**config.mk**
```make
export PLATFORM = sky130hd
export DESIGN_NAME = e2e_profile22_check_core
export DESIGN_NICKNAME = d
export VERILOG_FILES = /design/src/hdl/e2e22_pkg.sv /design/src/hdl/e2e22_profile22_check_core.sv /design/src/hdl/e2e22_csr.sv /design/src/hdl/e2e22_eval.sv /design/src/hdl/e2e22_out.sv
export SDC_FILE = /design/constraint.sdc
export NUM_CORES = 1
export LEC_CHECK = 0
export BUFFER_PORTS_ARGS = -buffer_cell sky130_fd_sc_hd__buf_2
export CAP_MARGIN = 20
export CORE_ASPECT_RATIO = 0.7
export CORE_MARGIN = 8
export CORE_UTILIZATION = 40
export CTS_CLUSTER_DIAMETER = 100
export CTS_CLUSTER_SIZE = 8
export DETAILED_ROUTE_END_ITERATION = 10
export GPL_TIMING_DRIVEN = 0
export PLACE_DENSITY = 0.68
export SLEW_MARGIN = 15
export SYNTH_ARGS = -nofsm -noshare
export SYNTH_HDL_FRONTEND = slang
export SYNTH_SLANG_ARGS = --single-unit
```
**constraint.sdc**
```tcl
create_clock -name clock -period 6.04 [get_ports clock]
set_input_delay 1.208 -clock clock [delete_from_list [all_inputs] [get_ports clock]]
set_output_delay 1.208 -clock clock [all_outputs]
set_load 0.02 [all_outputs]
```
**src/hdl/e2e22_pkg.sv**
```systemverilog
// Shared types, constants and CRC helpers for the profile 22 receive checker.
`default_nettype none
package e2e22_pkg;

   localparam int MAX_BYTES_DEFAULT = 256;

   localparam logic [7:0] CRC_POLY   = 8'h2F;
   localparam logic [7:0] CRC_INIT   = 8'hFF;
   localparam logic [7:0] CRC_XOROUT = 8'hFF;
   localparam logic [3:0] NIBBLE_MASK = 4'hF;

   localparam int CSR_INDEX_W = 3;
   localparam int CSR_DATA_W  = 64;

   localparam logic [CSR_INDEX_W-1:0] REG_OFFSET_BYTES      = 3'd0;
   localparam logic [CSR_INDEX_W-1:0] REG_DATA_LENGTH_BYTES = 3'd1;
   localparam logic [CSR_INDEX_W-1:0] REG_MAX_DELTA_COUNTER = 3'd2;
   localparam logic [CSR_INDEX_W-1:0] REG_DATA_ID_LOW       = 3'd3;
   localparam logic [CSR_INDEX_W-1:0] REG_DATA_ID_HIGH      = 3'd4;

   localparam logic [7:0] OFFSET_RESET      = 8'd0;
   localparam logic [8:0] DATA_LENGTH_RESET = 9'd8;
   localparam logic [3:0] MAX_DELTA_RESET   = 4'd1;
   localparam logic [3:0] LAST_COUNTER_RESET = 4'hF;

   localparam logic       RC_OK          = 1'b0;
   localparam logic       RC_INPUT_WRONG = 1'b1;

   localparam logic [2:0] ST_OK          = 3'd0;
   localparam logic [2:0] ST_OK_SOMELOST = 3'd1;
   localparam logic [2:0] ST_ERROR       = 3'd2;
   localparam logic [2:0] ST_REPEATED    = 3'd3;
   localparam logic [2:0] ST_NO_NEW_DATA = 3'd4;
   localparam logic [2:0] ST_WRONG_SEQ   = 3'd5;

   localparam logic [2:0] SM_OK          = 3'd0;
   localparam logic [2:0] SM_ERROR       = 3'd1;
   localparam logic [2:0] SM_REPEATED    = 3'd2;
   localparam logic [2:0] SM_NO_NEW_DATA = 3'd3;
   localparam logic [2:0] SM_WRONG_SEQ   = 3'd4;

   typedef struct packed {
      logic [7:0]  offset_bytes;
      logic [8:0]  data_length_bytes;
      logic [3:0]  max_delta_counter;
      logic [63:0] data_id_low;
      logic [63:0] data_id_high;
   } cfg_type;

   typedef struct packed {
      logic       return_code;
      logic [2:0] check_status;
      logic [2:0] mapped_status;
      logic [3:0] received_counter;
   } rsp_type;

   function automatic logic [7:0] crc8_update(input logic [7:0] crc, input logic [7:0] b);
      logic [7:0] c;
      c = crc ^ b;
      for (int i = 0; i < 8; i++) begin
         if (c[7]) begin
            c = {c[6:0], 1'b0} ^ CRC_POLY;
         end else begin
            c = {c[6:0], 1'b0};
         end
      end
      return c;
   endfunction

   function automatic logic [2:0] map_status(input logic [2:0] s);
      logic [2:0] m;
      case (s)
         ST_OK, ST_OK_SOMELOST: m = SM_OK;
         ST_REPEATED:           m = SM_REPEATED;
         ST_NO_NEW_DATA:        m = SM_NO_NEW_DATA;
         ST_WRONG_SEQ:          m = SM_WRONG_SEQ;
         default:               m = SM_ERROR;
      endcase
      return m;
   endfunction

endpackage
`default_nettype wire

```
**src/hdl/e2e22_profile22_check_core.sv**
```systemverilog
// Top level of the profile 22 receive checker.
// Takes one message byte per word, one word per clock while req_stall is low, with
// no gaps between messages. Each word is registered, then CRC-8 (0x2F) and the
// counter checks run against the message state; a word with last_byte or no_data
// passes from the input register into the output register, which drives the
// response port. Such a word waits in the input register while a stalled result
// holds the output register. Configure only while idle.
`default_nettype none
module e2e_profile22_check_core
   import e2e22_pkg::*;
#(
   parameter int MAX_BYTES = MAX_BYTES_DEFAULT
) (
   input  wire logic                   clock,
   input  wire logic                   reset,
   input  wire logic                   csr_write,
   input  wire logic [CSR_INDEX_W-1:0] csr_index,
   input  wire logic [CSR_DATA_W-1:0]  csr_data,
   input  wire logic                   req_valid,
   output logic                        req_stall,
   input  wire logic [7:0]             req_data_byte,
   input  wire logic                   req_last_byte,
   input  wire logic                   req_no_data,
   output logic                        rsp_valid,
   input  wire logic                   rsp_stall,
   output logic                        rsp_return_code,
   output logic [2:0]                  rsp_check_status,
   output logic [2:0]                  rsp_mapped_status,
   output logic [3:0]                  rsp_received_counter
);

   cfg_type cfg;
   rsp_type out_rsp;
   rsp_type rsp;
   logic    out_free;
   logic    out_load;

   e2e22_csr u_csr (
      .clock     (clock),
      .reset     (reset),
      .csr_write (csr_write),
      .csr_index (csr_index),
      .csr_data  (csr_data),
      .cfg       (cfg)
   );

   e2e22_eval #(
      .MAX_BYTES (MAX_BYTES)
   ) u_eval (
      .clock         (clock),
      .reset         (reset),
      .cfg           (cfg),
      .req_valid     (req_valid),
      .req_stall     (req_stall),
      .req_data_byte (req_data_byte),
      .req_last_byte (req_last_byte),
      .req_no_data   (req_no_data),
      .out_free      (out_free),
      .out_load      (out_load),
      .out_rsp       (out_rsp)
   );

   e2e22_out u_out (
      .clock     (clock),
      .reset     (reset),
      .out_load  (out_load),
      .out_rsp   (out_rsp),
      .out_free  (out_free),
      .rsp_valid (rsp_valid),
      .rsp_stall (rsp_stall),
      .rsp       (rsp)
   );

   assign rsp_return_code      = rsp.return_code;
   assign rsp_check_status     = rsp.check_status;
   assign rsp_mapped_status    = rsp.mapped_status;
   assign rsp_received_counter = rsp.received_counter;

endmodule
`default_nettype wire

```
**src/hdl/e2e22_csr.sv**
```systemverilog
// Configuration registers of the profile 22 receive checker.
`default_nettype none
module e2e22_csr
   import e2e22_pkg::*;
(
   input  wire logic                   clock,
   input  wire logic                   reset,
   input  wire logic                   csr_write,
   input  wire logic [CSR_INDEX_W-1:0] csr_index,
   input  wire logic [CSR_DATA_W-1:0]  csr_data,
   output cfg_type                     cfg
);

   cfg_type cfg_ff;
   cfg_type cfg_in;

   always_comb begin
      cfg_in = cfg_ff;
      if (csr_write) begin
         case (csr_index)
            REG_OFFSET_BYTES:      cfg_in.offset_bytes      = csr_data[7:0];
            REG_DATA_LENGTH_BYTES: cfg_in.data_length_bytes = csr_data[8:0];
            REG_MAX_DELTA_COUNTER: cfg_in.max_delta_counter = csr_data[3:0];
            REG_DATA_ID_LOW:       cfg_in.data_id_low       = csr_data;
            REG_DATA_ID_HIGH:      cfg_in.data_id_high      = csr_data;
            default:               cfg_in = cfg_ff;
         endcase
      end
   end

   always_ff @(posedge clock) begin
      if (reset) begin
         cfg_ff.offset_bytes      <= OFFSET_RESET;
         cfg_ff.data_length_bytes <= DATA_LENGTH_RESET;
         cfg_ff.max_delta_counter <= MAX_DELTA_RESET;
         cfg_ff.data_id_low       <= '0;
         cfg_ff.data_id_high      <= '0;
      end else begin
         cfg_ff <= cfg_in;
      end
   end

   assign cfg = cfg_ff;

endmodule
`default_nettype wire

```
**src/hdl/e2e22_eval.sv**
```systemverilog
// Input word register, message state and per-word CRC / counter evaluation.
`default_nettype none
module e2e22_eval
   import e2e22_pkg::*;
#(
   parameter int MAX_BYTES = MAX_BYTES_DEFAULT
) (
   input  wire logic       clock,
   input  wire logic       reset,
   input  wire cfg_type    cfg,
   input  wire logic       req_valid,
   output logic            req_stall,
   input  wire logic [7:0] req_data_byte,
   input  wire logic       req_last_byte,
   input  wire logic       req_no_data,
   input  wire logic       out_free,
   output logic            out_load,
   output rsp_type         out_rsp
);

   localparam int CNT_W = $clog2(MAX_BYTES + 2);
   localparam int CMP_W = (CNT_W > 9) ? CNT_W : 9;
   localparam logic [CNT_W-1:0] MAX_CNT = CNT_W'(MAX_BYTES);

   logic       s1_valid_ff, s1_valid_in;
   logic [7:0] s1_byte_ff;
   logic       s1_last_ff;
   logic       s1_none_ff;

   logic [CNT_W-1:0] count_ff, count_in;
   logic [7:0]       acc_ff, acc_in;
   logic [7:0]       cap_crc_ff, cap_crc_in;
   logic [3:0]       cap_cnt_ff, cap_cnt_in;
   logic [3:0]       last_counter_ff, last_counter_in;
   logic [2:0]       last_status_ff, last_status_in;

   logic             s1_adv;
   logic             req_take;
   logic             is_crc_pos;
   logic             is_cnt_pos;
   logic [7:0]       acc_upd;
   logic [7:0]       cap_crc_upd;
   logic [3:0]       cap_cnt_upd;
   logic [CNT_W-1:0] count_upd;
   logic             len_bad;
   logic [63:0]      ids;
   logic [7:0]       data_id;
   logic [7:0]       crc_rx;
   logic             crc_bad;
   logic [3:0]       delta;
   logic [2:0]       status;

   assign s1_adv    = !(s1_none_ff || s1_last_ff) || out_free;
   assign req_stall = s1_valid_ff && !s1_adv;
   assign req_take  = req_valid && !req_stall;
   assign out_load  = s1_valid_ff && (s1_none_ff || s1_last_ff) && out_free;

   assign s1_valid_in = req_take || (s1_valid_ff && !s1_adv);

   always_comb begin
      is_crc_pos  = CMP_W'(count_ff) == CMP_W'(cfg.offset_bytes);
      is_cnt_pos  = CMP_W'(count_ff) == CMP_W'({1'b0, cfg.offset_bytes} + 9'd1);
      acc_upd     = is_crc_pos ? acc_ff : crc8_update(acc_ff, s1_byte_ff);
      cap_crc_upd = is_crc_pos ? s1_byte_ff : cap_crc_ff;
      cap_cnt_upd = (!is_crc_pos && is_cnt_pos) ? (s1_byte_ff[3:0] & NIBBLE_MASK)
                                                : cap_cnt_ff;
      count_upd   = (count_ff <= MAX_CNT) ? count_ff + 1'b1 : count_ff;
      len_bad     = (CMP_W'(count_upd) != CMP_W'(cfg.data_length_bytes))
                 || (count_upd > MAX_CNT)
                 || (CMP_W'(count_upd) < CMP_W'({1'b0, cfg.offset_bytes} + 9'd2));
      ids         = cap_cnt_upd[3] ? cfg.data_id_high : cfg.data_id_low;
      data_id     = ids[{cap_cnt_upd[2:0], 3'b000} +: 8];
      crc_rx      = crc8_update(acc_upd, data_id) ^ CRC_XOROUT;
      crc_bad     = crc_rx != cap_crc_upd;
      delta       = cap_cnt_upd - last_counter_ff;
      if (crc_bad) begin
         status = ST_ERROR;
      end else if (delta > cfg.max_delta_counter) begin
         status = ST_WRONG_SEQ;
      end else if (delta == 4'd0) begin
         status = ST_REPEATED;
      end else if (delta != 4'd1) begin
         status = ST_OK_SOMELOST;
      end else begin
         status = ST_OK;
      end
   end

   always_comb begin
      count_in        = count_ff;
      acc_in          = acc_ff;
      cap_crc_in      = cap_crc_ff;
      cap_cnt_in      = cap_cnt_ff;
      last_counter_in = last_counter_ff;
      last_status_in  = last_status_ff;
      out_rsp.return_code      = RC_OK;
      out_rsp.check_status     = ST_NO_NEW_DATA;
      out_rsp.mapped_status    = SM_NO_NEW_DATA;
      out_rsp.received_counter = 4'd0;
      if (s1_none_ff) begin
         last_status_in = ST_NO_NEW_DATA;
      end else if (!s1_last_ff) begin
         count_in   = count_upd;
         acc_in     = acc_upd;
         cap_crc_in = cap_crc_upd;
         cap_cnt_in = cap_cnt_upd;
      end else if (len_bad) begin
         out_rsp.return_code   = RC_INPUT_WRONG;
         out_rsp.check_status  = last_status_ff;
         out_rsp.mapped_status = SM_ERROR;
      end else begin
         last_status_in = status;
         if (!crc_bad) begin
            last_counter_in = cap_cnt_upd;
         end
         out_rsp.check_status     = status;
         out_rsp.mapped_status    = map_status(status);
         out_rsp.received_counter = cap_cnt_upd;
      end
      // any result closes the message
      if (s1_none_ff || s1_last_ff) begin
         count_in   = '0;
         acc_in     = CRC_INIT;
         cap_crc_in = 8'd0;
         cap_cnt_in = 4'd0;
      end
   end

   always_ff @(posedge clock) begin
      if (req_take) begin
         s1_byte_ff <= req_data_byte;
         s1_last_ff <= req_last_byte;
         s1_none_ff <= req_no_data;
      end
   end

   always_ff @(posedge clock) begin
      if (reset) begin
         s1_valid_ff     <= 1'b0;
         count_ff        <= '0;
         acc_ff          <= CRC_INIT;
         cap_crc_ff      <= 8'd0;
         cap_cnt_ff      <= 4'd0;
         last_counter_ff <= LAST_COUNTER_RESET;
         last_status_ff  <= ST_ERROR;
      end else begin
         s1_valid_ff <= s1_valid_in;
         if (s1_valid_ff && s1_adv) begin
            count_ff        <= count_in;
            acc_ff          <= acc_in;
            cap_crc_ff      <= cap_crc_in;
            cap_cnt_ff      <= cap_cnt_in;
            last_counter_ff <= last_counter_in;
            last_status_ff  <= last_status_in;
         end
      end
   end

endmodule
`default_nettype wire

```
**src/hdl/e2e22_out.sv**
```systemverilog
// Result word register toward the response channel.
`default_nettype none
module e2e22_out
   import e2e22_pkg::*;
(
   input  wire logic    clock,
   input  wire logic    reset,
   input  wire logic    out_load,
   input  wire rsp_type out_rsp,
   output logic         out_free,
   output logic         rsp_valid,
   input  wire logic    rsp_stall,
   output rsp_type      rsp
);

   logic    rsp_valid_ff, rsp_valid_in;
   rsp_type rsp_ff;

   assign out_free     = !rsp_valid_ff || !rsp_stall;
   assign rsp_valid_in = out_load || (rsp_valid_ff && rsp_stall);

   always_ff @(posedge clock) begin
      if (reset) begin
         rsp_valid_ff <= 1'b0;
      end else begin
         rsp_valid_ff <= rsp_valid_in;
      end
   end

   always_ff @(posedge clock) begin
      if (out_load) begin
         rsp_ff <= out_rsp;
      end
   end

   assign rsp_valid = rsp_valid_ff;
   assign rsp       = rsp_ff;

endmodule
`default_nettype wire
```
* Word level (Yosys, flattened, before mapping)
Cells that the tools add are included. Widths: inputs -> output; s select.
Word-level totals: input port bits 82, logic and storage cells 147, bits in registers 208, output and inout port bits 13
Cells by class: reductions and logical operators 35, shift operators 1, eq/ne operators 16, mux-type cells 43, order comparisons 4, add/sub/neg operators 4, bitwise logic cells 23
Operator list (count):
- $mux 6 | 17
- $not 5->5 | 16
- $mux 64 | 1
- $mux 8 | 8
- $shiftx 64x7->8 | 1
- $mux 9 | 4
- $mux 3 | 6
- $mux 4 | 4
- $xor 8x8->8 | 2
- $pmux 3 s4 | 1
- $reduce_and 2->1 | 5
- $add 8x1->9 const B | 1
- $add 8x2->9 const B | 1
- $add 9x1->9 const B | 1
- $eq 3x2->1 const B | 3
- $eq 3x3->1 const B | 3
- $eq 9x8->1 | 1
- $eq 9x9->1 | 1
- $gt 9x9->1 const B | 1
- $le 9x9->1 const B | 1
- $lt 9x9->1 | 1
- $ne 9x9->1 | 1
- $ne 8x8->1 | 1
- $not 8->8 | 1
- other kinds (18) | 44

* Longest topological paths before layout
Gate-level depths: netlist of run 1.
depth after elaboration 42, depth in mapped cells 24, depth with buffers taken out 22

* Hierarchy
A second synthesis of run 1 with hierarchy kept.
Unflattened totals: cell total of the unflattened synthesis 1323, area, all modules 12309.3 sq um
Modules (own cells, without submodules):
- e2e22_csr | area an instance 6090.8 sq um, cells an instance 562, times used 1, seq. area each 2982.9 sq um
- e2e22_eval | area an instance 5855.6 sq um, cells an instance 746, times used 1, seq. area each 1041.0 sq um
- e2e22_out | area an instance 362.8 sq um, cells an instance 15, times used 1, seq. area each 350.3 sq um

* Worst setup path after synthesis of run 1
OpenSTA, ideal clock, no wires.
path kind register to register, start register u_csr.cfg_ff, in the netlist u_csr.cfg[142], end register u_out.rsp_ff, in the netlist u_out.rsp[8] (data pin), clock period less this slack 5538 ps, slack 502 ps, stages on the path, launching flop included 20, path buffers 1, data required time 5781 ps, library setup time 259 ps, arrival time 5279 ps, cells stage by stage dfxtp_1 -> ha_1 -> nand4_1 -> o21bai_1 -> xor2_1 -> o31ai_1 -> a21boi_2 -> nor2_2 -> buf_4 -> mux2_2 -> a2111oi_0 -> o21ai_1 -> xnor2_2 -> xor3_1 -> xor2_2 -> xor2_1 -> or4_1 -> nand4_2 -> nand3_4 -> o31a_1
Between the ends: cells in the longest elaborated chain, start to end 21, elaborated cells on any way between the ends 39, classes of those cells 3 x add/sub; 2 x order compare; 3 x eq/ne; 1 x shift; 16 x mux; 10 x bitwise; 4 x reduce/logical
Ends and longest elaborated chain:
- start: declaration | RTL line e2e22_csr.sv:14 | cfg_type cfg_ff;
- start signal: assignment | RTL line e2e22_csr.sv:39 | cfg_ff <= cfg_in;
- $add 8x1->9 / $eq 9x8->1 (equally long branches) | RTL line e2e22_eval.sv:62, e2e22_eval.sv:61
- $eq 9x9->1 / $logic_not 1->1 (equally long branches) | RTL line e2e22_eval.sv:62, e2e22_eval.sv:65
- $logic_and 1x1->1 | RTL line e2e22_eval.sv:65 | cap_cnt_upd = (!is_crc_pos && is_cnt_pos) ? (s1_byte_ff[3:0] & NIBBLE_MASK)
- $mux 4 | RTL line e2e22_eval.sv:65
- $mux 64 | RTL line e2e22_eval.sv:71 | ids = cap_cnt_upd[3] ? cfg.data_id_high : cfg.data_id_low;
- $shiftx 64x7->8 | RTL line e2e22_eval.sv:72 | data_id = ids[{cap_cnt_upd[2:0], 3'b000} +: 8];
- $xor 8x8->8 | RTL line e2e22_pkg.sv:59 | c = crc ^ b;
- $not 5->5 (no source line) / $mux 6 (equally long branches)
- [4 not listed]
- $mux 6 / $not 5->5 (equally long branches) (2 in series)
- $not 5->5 (no source line) / $mux 6 (equally long branches)
- $mux 6 / $not 5->5 (equally long branches)
- $mux 6 | RTL line e2e22_pkg.sv:61 | if (c[7]) begin
- $not 8->8 (no source line)
- $ne 8x8->1 | RTL line e2e22_eval.sv:74 | crc_bad = crc_rx != cap_crc_upd;
- $mux 3 | RTL line e2e22_eval.sv:76 | if (crc_bad) begin
- $mux 6 * | RTL line e2e22_eval.sv:107 | end else if (len_bad) begin
- end signal: assignment | RTL line e2e22_out.sv:32 | rsp_ff <= out_rsp;
- end: declaration | RTL line e2e22_out.sv:17 | rsp_type rsp_ff;
Every way passes the cells marked *; elsewhere a longest branch is shown, timed or not. A chain may end at the register's enable or synchronous reset.

* Worst setup path in the final report of run 1
start register u_csr.cfg_ff, in the netlist u_csr.cfg[145], end register u_out.rsp_ff, in the netlist u_out.rsp[8] (data pin)
The elaborated chain is that of the path after synthesis.

==> impl_metrics.env, run 1 <==
export IMPL_root_buffer="clkbuf_16"
export IMPL_syn_to_final_growth_pct=19.72
export IMPL_yosysTopAreaCell="dfxtp_1"
export IMPL_synth_most_common_cell="nand2_1"
export IMPL_clkTransAtPathRegs_ns=0.06
export IMPL_whs_endpoint="u_csr.cfg[113]$_SDFFE_PP0P_"
export IMPL_cts_buffers_inserted=29
export IMPL_finalCritPeriodShare_pct=98.83
export IMPL_clock_fmax_mhz=167.5
export IMPL_period_needed_ns=5.970
export IMPL_slew_headroom_pct=43.72
export IMPL_diodes=0
export IMPL_wl_per_cell_um=19.72
export IMPL_cp_arrival_ns=6.25
export IMPL_whs_path_depth=2
export IMPL_via_count=10040
export IMPL_multi_input_area_sq_um=6025
export IMPL_grt_max_degree=15
export IMPL_fin_util_pct=48.10
export IMPL_slew_viol_final=0
export IMPL_async_flop_share_pct=0
export IMPL_initial_core_util_pct=40.18
export IMPL_yosysSeqAreaShare_pct=41.24
export IMPL_reg2reg_slack_ns=0.07
export IMPL_die_area_sq_um=32070
export IMPL_netlist_area_sq_um=10610
export IMPL_die_height_um=152.2
export IMPL_synth_top_cells_by_count="346 x nand2_1, 187 x dfxtp_1, 175 x a21oi_1, 62 x nor2_1, 57 x clkbuf_1"
export IMPL_fillers=2638
export IMPL_startpoint_type="flip-flop"
export IMPL_grt_pass1_vias=9349
export IMPL_htree_num_levels=1
export IMPL_hold_violations=0
export IMPL_io_pins=95
export IMPL_status="complete, no violations"
export IMPL_fin_skew_ns=0.01791
export IMPL_grtUsageTotal_pct=21.21
export IMPL_dr_pass1_iters=5
export IMPL_place_gp_congestion=0.9343
export IMPL_finalSetupViolCount=0
export IMPL_synth_distinct_cells=80
export IMPL_place_area_sq_um=11550
export IMPL_nets=1535
export IMPL_cts_hold_buf=0
export IMPL_rr_worst_depth=18
export IMPL_synth_ff_type="dfxtp_1"
export IMPL_hold_start="u_csr.cfg[113]$_SDFFE_PP0P_"
export IMPL_portBuffers=94
export IMPL_via_per_inst=5.574
export IMPL_grt_antenna_before_repair=0
export IMPL_clk_latency_ns=0.54
export IMPL_drtIter0Drc=1099
export IMPL_cap_violations=0
export IMPL_dp_hpwl_mm=26.37
export IMPL_drc_errors=0
export IMPL_synth_seq_cells=208
export IMPL_ir_drop_mv=0.2426
export IMPL_timing_rr_end="u_out.rsp[8]$_SDFFCE_PP0P_"
export IMPL_synth_area_top_cells="dfxtp_1 35%, nand2_1 12%, a21oi_1 8.3%"
export IMPL_syn_num_nets=1393
export IMPL_core_area_sq_um=26400
export IMPL_grt_pass1_wl_mm=54.17
export IMPL_synth_edf_count=21
export IMPL_syn_area_per_cell_sq_um=8.217
export IMPL_crit_fanout=10
export IMPL_num_rows=50
export IMPL_worst_setup_path_end_kind="flip-flop"
export IMPL_drt_total_wl_mm=35.52
export IMPL_clock_sinks=208
export IMPL_synth_top_area_share_pct=35.29
export IMPL_worst_pin_slew_ns=0.8350
export IMPL_globalRouteOverflowTotal=0
export IMPL_power_per_cell_area_nw_per_um2=293.2
export IMPL_crit_type="reg -> reg"
export IMPL_clk_path_buf_depth=3
export IMPL_yosys_warnings=0
export IMPL_cts_tree="built"
export IMPL_die_w_um=210.6
export IMPL_p_leak_nw=4.651
export IMPL_seqCellArea_sq_um=4379
export IMPL_cp_required_ns=6.32
export IMPL_total_power_w=0.003723
export IMPL_fin_area_sq_um=12700
export IMPL_rr_startpoint="u_csr.cfg[145]$_SDFFE_PP0P_"
export IMPL_min_path_type="reg -> reg"
export IMPL_drtAntennaViolNets=0
export IMPL_synthCells=1291
export IMPL_drive_gt1_share_pct=16.49
==> cell families (layout without fill, tap and decap cells) <==
kind of cell | Yosys count | in the layout | share of synthesized area, %
compound gates | 304 | 304 | 16.88
xor+xnor | 90 | 90 | 8.174
fa+ha+maj | 20 | 20 | 2.430
buf+inv | 105 | 251 | 3.928
flops | 208 | 208 | 41.24
mux | 50 | 50 | 6.381
simple gates | 514 | 514 | 20.97
==> sequential cells by signal, summed over array words and instances, names as in the netlist <==
register and count:
u_csr.cfg 149, u_eval.acc_ff 8, u_eval.cap_cnt_ff 4, u_eval.cap_crc_ff 8, u_eval.count_ff 9, u_eval.last_counter_ff 4, u_eval.last_status_ff 3, u_eval.s1_byte_ff 8
u_eval.s1_last_ff 1, u_eval.s1_none_ff 1, u_eval.s1_valid_ff 1, u_out.rsp 11, u_out.rsp_valid 1
==> routing by layer <==
layer  track usage, %  routed length (um)
met5                0                   0
met4            2.759                 435
met3            5.384                3480
met2            29.62               14500
met1            32.68               17100
==> cell type report <==
cell class	count	share of cell area, %
plain buffers	79	2.847
clock buffers	34	5.862
clock inverters	1	0.06897
inverters	24	0.7094
multi-input cells	978	47.44
flip-flops and latches	208	34.48
well taps	364	3.586
repair buffers	113	5.005
==> layout by cell type, fill, tap and decap left out, types with 23 or more instances in the layout <==
cell type,n
xor2_1,27
clkbuf_16,29
dfxtp_1,185
buf_2,99
mux2i_1,25
clkbuf_1,60
nor2_1,61
nand2_1,344
a21oi_1,175
xnor2_1,50
o21ai_0,35
inv_1,23
==> worst max path at each step <==
stage	slack, ns	depth (start not counted)	startpoint	endpoint
floorplan	0.50	19	u_csr.cfg[142]$_SDFFE_PP0P_	u_out.rsp[8]$_SDFFCE_PP0P_
detailed placement	-1.18	20	u_csr.cfg[142]$_SDFFE_PP0P_	u_out.rsp[8]$_SDFFCE_PP0P_
finish	0.07	18	u_csr.cfg[145]$_SDFFE_PP0P_	u_out.rsp[8]$_SDFFCE_PP0P_
CTS	0.008	20	u_csr.cfg[142]$_SDFFE_PP0P_	u_out.rsp[8]$_SDFFCE_PP0P_
global placement	-1.05	20	u_csr.cfg[142]$_SDFFE_PP0P_	u_out.rsp[8]$_SDFFCE_PP0P_
global route	-0.009	21	u_csr.cfg[142]$_SDFFE_PP0P_	u_out.rsp[8]$_SDFFCE_PP0P_
==> worst max-delay path: stages, from the launching register on <==
cell and delay [ns]:
dfxtp_1 0.54, nand4_1 0.18, xnor2_1 0.16, or4_4 0.57, or3_1 0.34, buf_2 0.22, o21ai_4 0.30, nand2_2 0.18
clkbuf_4 0.27, mux4_2 0.48, nand2_1 0.13, nand4_1 0.21, xor3_1 0.50, xor2_2 0.21, xor2_1 0.19, or4_1 0.56
nand4_2 0.19, nand3_4 0.15, o31a_1 0.32
==> per-stage QoR <==
step,hold slack [ns],cells,worst slack [ns],setup TNS [ns]
2_1_floorplan,0.4322,1291,0.5018,0
3_3_place_gp,0.4390,1749,-1.054,-11.34
3_5_place_dp,0.4454,1751,-1.179,-13.07
4_1_cts,0.4525,1792,0.008122,0
5_1_grt,0.4696,1801,-0.009165,-0.009165
6_report,0.4528,1801,0.07039,0
==> power by group <==
group | leakage, nW | switching, W | internal [W]
Sequential | 1.71 | 0.0000268 | 0.00143
Clock | 0.368 | 0.000589 | 0.000848
Combinational | 2.57 | 0.000470 | 0.000358
==> timing repair <==
| item | in CTS | in global routing |
|---|---|---|
| pin swaps | 9 | 10 |
| resized for setup | 33 | 29 |
| setup buffers | 7 | 9 |
| endpoints found under the setup margin | 13 | 13 |
Power figures use the tool's default switching activity.
==> run 2, diff against run 1 <==
- REMOVE_ABC_BUFFERS: default -> 1
- clock period: 6.04 -> 7.5 ns (I/O delays scaled with it)
==> impl_metrics.env, run 2 (synthesized netlist as in run 1, its figures left out) <==
export IMPL_wl_per_cell_um=17.43
export IMPL_total_power_w=0.002884
export IMPL_clkTransAtPathRegs_ns=0.05
export IMPL_rsz0062_at_grt="no"
export IMPL_p_leak_nw=4.446
export IMPL_whs_endpoint="u_csr.cfg[46]$_SDFFE_PP0P_"
export IMPL_initial_core_util_pct=40.18
export IMPL_cp_arrival_ns=7.15
export IMPL_clock_fmax_mhz=145.8
export IMPL_finalSetupViolCount=0
export IMPL_cts_tree="built"
export IMPL_ir_drop_mv=0.1682
export IMPL_largest_register_ffs=149
export IMPL_hold_start="u_csr.cfg[46]$_SDFFE_PP0P_"
export IMPL_cap_violations=0
export IMPL_drc_errors=0
export IMPL_worst_pin_slew_ns=1.129
export IMPL_root_buffer="clkbuf_16"
export IMPL_worst_setup_path_end_kind="flip-flop"
export IMPL_fin_util_pct=46.09
export IMPL_setup_tns_ns=0
export IMPL_globalRouteOverflowTotal=0
export IMPL_seqCellArea_sq_um=4374
export IMPL_path_cells="ha_1 > nand4_1 > xnor2_1 > or4_4 > or3_1 > o21ai_1 > nand2_1 > o2111a_1 > a2111oi_0 > a22oi_1 > xnor2_1 > xor2_1 > xor2_2 > xor2_1 > or4_1 > nand4_2 > nand3_4 > o31a_1"
export IMPL_rr_startpoint="u_csr.cfg[143]$_SDFFE_PP0P_"
export IMPL_min_path_type="reg -> reg"
export IMPL_power_per_cell_area_nw_per_um2=237.0
export IMPL_num_rows=50
export IMPL_cts_setup_buffers=0
export IMPL_cpPeakStageDelay_ns=0.56
export IMPL_slowest_stage="nand2_1"
export IMPL_cts_buffers_inserted=29
export IMPL_io_pins=95
export IMPL_layout_common_cells="345 x nand2_1, 187 x dfxtp_1, 174 x a21oi_1, 93 x buf_2, 62 x nor2_1"
export IMPL_core_area_sq_um=26400
export IMPL_drtIter0Drc=749
export IMPL_clk_latency_ns=0.55
export IMPL_crit_type="reg -> reg"
export IMPL_die_height_um=152.2
export IMPL_die_area_sq_um=32070
export IMPL_whs_path_depth=2
export IMPL_timing_rr_end="u_out.rsp[8]$_SDFFCE_PP0P_"
export IMPL_grt_pass1_vias=8846
export IMPL_reg2reg_slack_ns=0.64
export IMPL_grt_antenna_before_repair=3
export IMPL_rr_worst_depth=18
export IMPL_drt_total_wl_mm=29.82
export IMPL_cp_required_ns=7.79
export IMPL_grt_max_degree=99
export IMPL_clk_path_buf_depth=3
export IMPL_startpoint_type="flip-flop"
export IMPL_period_needed_ns=6.857
export IMPL_die_w_um=210.6
export IMPL_worst_hold_slack_ns=0.4506
export IMPL_slew_viol_final=0
export IMPL_dp_hpwl_mm=20.50
export IMPL_fin_skew_ns=0.007700
export IMPL_status="complete, no violations"
export IMPL_layout_setup_ws_ns=0.6425
export IMPL_syn_to_final_growth_pct=14.72
export IMPL_drive_gt1_share_pct=13.67
export IMPL_pre_cts_slack_ns=0.3829
export IMPL_via_count=9284
export IMPL_grtUsageTotal_pct=17.98
export IMPL_via_per_inst=5.426
export IMPL_grt_pass1_wl_mm=47.42
export IMPL_place_gp_congestion=0.8993
export IMPL_hold_violations=0
export IMPL_nets=1443
export IMPL_clock_sinks=208
export IMPL_htree_num_levels=1
export IMPL_slew_headroom_pct=24.02
export IMPL_crit_fanout=13
export IMPL_multi_input_area_sq_um=5884
export IMPL_drtAntennaViolNets=0
export IMPL_fillers=2637
export IMPL_finalCritPeriodShare_pct=91.43
export IMPL_final_common_cell="nand2_1"
export IMPL_dr_pass1_iters=5
export IMPL_portBuffers=94
run 2: cell count changes in the layout (fill, tap and decap cells not counted), sizes merged:
cell      before  now
inv           25   24
clkinvlp       0    1
diode          0    1
buf          134  100
clkbuf        92   35
run 2: worst max-delay path by stage:
stage / slack (ns) / from / cells after the start / endpoint
finish: 0.64 / u_csr.cfg[143]$_SDFFE_PP0P_ / 18 / u_out.rsp[8]$_SDFFCE_PP0P_
global route: 0.28 / u_csr.cfg[143]$_SDFFE_PP0P_ / 18 / u_out.rsp[8]$_SDFFCE_PP0P_
CTS: 0.39 / u_csr.cfg[143]$_SDFFE_PP0P_ / 19 / u_out.rsp[8]$_SDFFCE_PP0P_
detailed placement: 0.38 / u_csr.cfg[143]$_SDFFE_PP0P_ / 19 / u_out.rsp[8]$_SDFFCE_PP0P_
global placement: -0.57 / u_csr.cfg[143]$_SDFFE_PP0P_ / 18 / u_out.rsp[8]$_SDFFCE_PP0P_
floorplan: 1.05 / u_csr.cfg[143]$_SDFFE_PP0P_ / 18 / u_out.rsp[8]$_SDFFCE_PP0P_
run 2: per-stage QoR:
step	cells	instance area, sq um
final	1711	12170
after global routing	1711	12170
after CTS	1709	12140
after detailed placement	1673	11370
after global placement	1668	11210
after floorplan	1210	10280
run 2: power breakdown:
part | total, W | leakage (nW) | switching (W) | internal (W)
combinational | 0.000556 | 2.36 | 0.000325 | 0.000231
clock | 0.00115 | 0.374 | 0.000465 | 0.000688
sequential | 0.00118 | 1.71 | 0.0000217 | 0.00115
run 2: layout make-up:
class,count,share of cell area (%)
diodes,1,0.02056
clock buffers,35,6.148
clock inverters,1,0.1645
inverters,24,0.7711
multi-input cells,978,48.35
flip-flops and latches,208,35.94
well taps,364,3.743
repair buffers,100,4.853
run 2: metal layers:
metal / vias up / part of all wire, % / track usage (%)
met5: - / 0.084 / 0
li1: 4537 / - / -
met2: 343 / 43 / 26.81
met3: 51 / 8.7 / 4.665
met1: 4349 / 46 / 25.73
met4: 4 / 1.8 / 3.723
run 2: what timing repair did:
item	in CTS	in global routing
endpoints found under the setup margin	0	7
hold buffers	0	0
resized for setup	0	3
hold endpoints to repair	0	0
run 2: critical path, delay by kind of cell, from the launching register on:
family                   cells  cell delay (ns)
adder cells (fa/ha/maj)      1             0.36
flip-flops                   1             0.55
AND/OR/NAND/NOR              7             2.63
XOR/XNOR                     5             1.26
AO/OA/AOI/OAI                5             1.76
==> run 3, diff against run 2 <==
- REMOVE_ABC_BUFFERS: 1 -> default
==> impl_metrics.env, run 3 (synthesized netlist as in run 1, its figures left out) <==
export IMPL_num_rows=50
export IMPL_worst_setup_path_end_kind="flip-flop"
export IMPL_cts_setup_buffers=0
export IMPL_crit_fanout=10
export IMPL_power_per_cell_area_nw_per_um2=235.3
export IMPL_dp_hpwl_mm=26.37
export IMPL_htree_num_levels=1
export IMPL_drc_errors=0
export IMPL_io_pins=95
export IMPL_seqPwrFrac_pct=40.5
export IMPL_via_per_inst=5.561
export IMPL_root_buffer="clkbuf_16"
export IMPL_power_frac_clock_pct=39.7
export IMPL_min_path_type="reg -> reg"
export IMPL_portBuffers=94
export IMPL_globalRouteOverflowTotal=0
export IMPL_layout_common_cells="346 x nand2_1, 187 x dfxtp_1, 175 x a21oi_1, 107 x buf_2"
export IMPL_slew_headroom_pct=26.90
export IMPL_clock_fmax_mhz=140.6
export IMPL_status="complete, no violations"
export IMPL_period_needed_ns=7.114
export IMPL_crit_type="reg -> reg"
export IMPL_wl_per_cell_um=19.65
export IMPL_grt_antenna_before_repair=0
export IMPL_syn_to_final_growth_pct=16.14
export IMPL_cap_violations=0
export IMPL_fillers=2675
export IMPL_power_switching_w=0.0008314
export IMPL_final_common_cell="nand2_1"
export IMPL_drtIter0Drc=1082
export IMPL_startpoint_type="flip-flop"
export IMPL_fin_skew_ns=0.01406
export IMPL_clk_latency_ns=0.54
export IMPL_core_area_sq_um=26400
export IMPL_nets=1521
export IMPL_die_height_um=152.2
export IMPL_initial_core_util_pct=40.18
export IMPL_grtUsageTotal_pct=21.09
export IMPL_pre_cts_slack_ns=0.2805
export IMPL_cts_repair_resized=0
export IMPL_drive_gt1_share_pct=13.14
export IMPL_ir_drop_mv=0.2055
export IMPL_die_w_um=210.6
export IMPL_grt_pass1_vias=9244
export IMPL_p_leak_nw=4.533
export IMPL_drtAntennaViolNets=0
export IMPL_worst_pin_slew_ns=1.097
export IMPL_clkTransAtPathRegs_ns=0.05
export IMPL_layout_setup_ws_ns=0.3859
export IMPL_cts_tree="built"
export IMPL_finalSetupViolCount=0
export IMPL_rsz0062_at_grt="no"
export IMPL_hold_violations=0
export IMPL_finalCritPeriodShare_pct=94.85
export IMPL_p_int_w=0.002068
export IMPL_via_count=9937
export IMPL_slew_viol_final=0
export IMPL_dr_pass1_iters=6
export IMPL_switching_share_pct=28.68
export IMPL_place_gp_congestion=0.9343
export IMPL_clock_sinks=208
export IMPL_grt_pass1_wl_mm=53.85
export IMPL_cp_arrival_ns=7.40
export IMPL_die_area_sq_um=32070
export IMPL_grt_max_degree=15
export IMPL_cts_buffers_inserted=29
export IMPL_drt_total_wl_mm=35.11
export IMPL_setup_tns_ns=0
export IMPL_power_frac_comb_pct=19.8
export IMPL_largest_register_ffs=149
export IMPL_cp_required_ns=7.78
export IMPL_clk_path_buf_depth=3
export IMPL_diodes=0
export IMPL_cts_hold_buf=0
==> run 3: cell types whose count changed in the layout (fill, tap and decap cells not counted), sizes merged <==
cell and change:
clkbuf +56, buf +21, clkinvlp -1, diode -1, inv +1
==> run 3: layout make-up <==
| cell class | instances | area [sq um] | area share [%] |
|---|---|---|---|
| plain buffers | 81 | 326.6 | 2.651 |
| multi-input cells | 978 | 5829 | 47.32 |
| well taps | 364 | 455.4 | 3.697 |
| flip-flops and latches | 208 | 4374 | 35.51 |
| clock buffers | 34 | 744.5 | 6.043 |
| inverters | 24 | 90.09 | 0.7313 |
| clock inverters | 1 | 8.758 | 0.07109 |
| repair buffers | 97 | 490.5 | 3.981 |
==> run 3: per-layer routing <==
metal / global-route usage [%] / share of wire [%] / up-vias
li1: - / - / 4683
met1: 32.79 / 48 / 4784
met2: 29.25 / 41 / 434
met3: 5.035 / 9.9 / 36
met4: 2.959 / 1.2 / 0
met5: 0 / 0 / -
==> run 3: final timing paths <==
path / startpoint / cells after the start / slack, ns / to
worst max-delay path: u_csr.cfg[142]$_SDFFE_PP0P_ / 20 / 0.39 / u_out.rsp[8]$_SDFFCE_PP0P_
worst min-delay path: u_csr.cfg[59]$_SDFFE_PP0P_ / 2 / 0.45 / u_csr.cfg[59]$_SDFFE_PP0P_
worst max register to register: u_csr.cfg[142]$_SDFFE_PP0P_ / 20 / 0.39 / u_out.rsp[8]$_SDFFCE_PP0P_
worst min register to register: u_csr.cfg[59]$_SDFFE_PP0P_ / 2 / 0.45 / u_csr.cfg[59]$_SDFFE_PP0P_
==> run 3: worst max-delay path: stages (launching register included) <==
cell,delay (ns)
dfxtp_1,0.50
ha_1,0.36
nand4_1,0.17
xnor2_1,0.16
or4_4,0.56
nor3_4,0.35
a21boi_2,0.23
nor2_2,0.20
buf_4,0.27
buf_2,0.37
buf_1,0.86
a32oi_1,0.12
a22oi_1,0.47
xnor2_1,0.23
xor2_1,0.33
xor2_2,0.29
xor2_1,0.14
or4_1,0.56
nand4_2,0.18
nand3_4,0.15
o31a_1,0.33
==> run 3: power groups by stage <==
stage	sequential, W	clock, W	combinational (W)
floorplan	0.00119	0	0.000427
global placement	0.00119	0	0.000552
detailed placement	0.00120	0	0.000565
CTS	0.00117	0.00116	0.000568
global route	0.00118	0.00121	0.000620
finish	0.00117	0.00115	0.000574
==> run 3: stage by stage <==
step | instance area [sq um] | hold slack (ns) | std cells | power [W] | util, %
final | 12320 | 0.4514 | 1787 | 0.002899 | 46.66
after floorplan | 10610 | 0.4322 | 1291 | 0.001618 | -
after detailed placement | 11550 | 0.4454 | 1751 | 0.001760 | 43.76
after global placement | 11530 | 0.4390 | 1749 | 0.001747 | 43.69
after CTS | 12310 | 0.4525 | 1786 | 0.002901 | 46.62
after global routing | 12320 | 0.4696 | 1787 | 0.003008 | 46.66
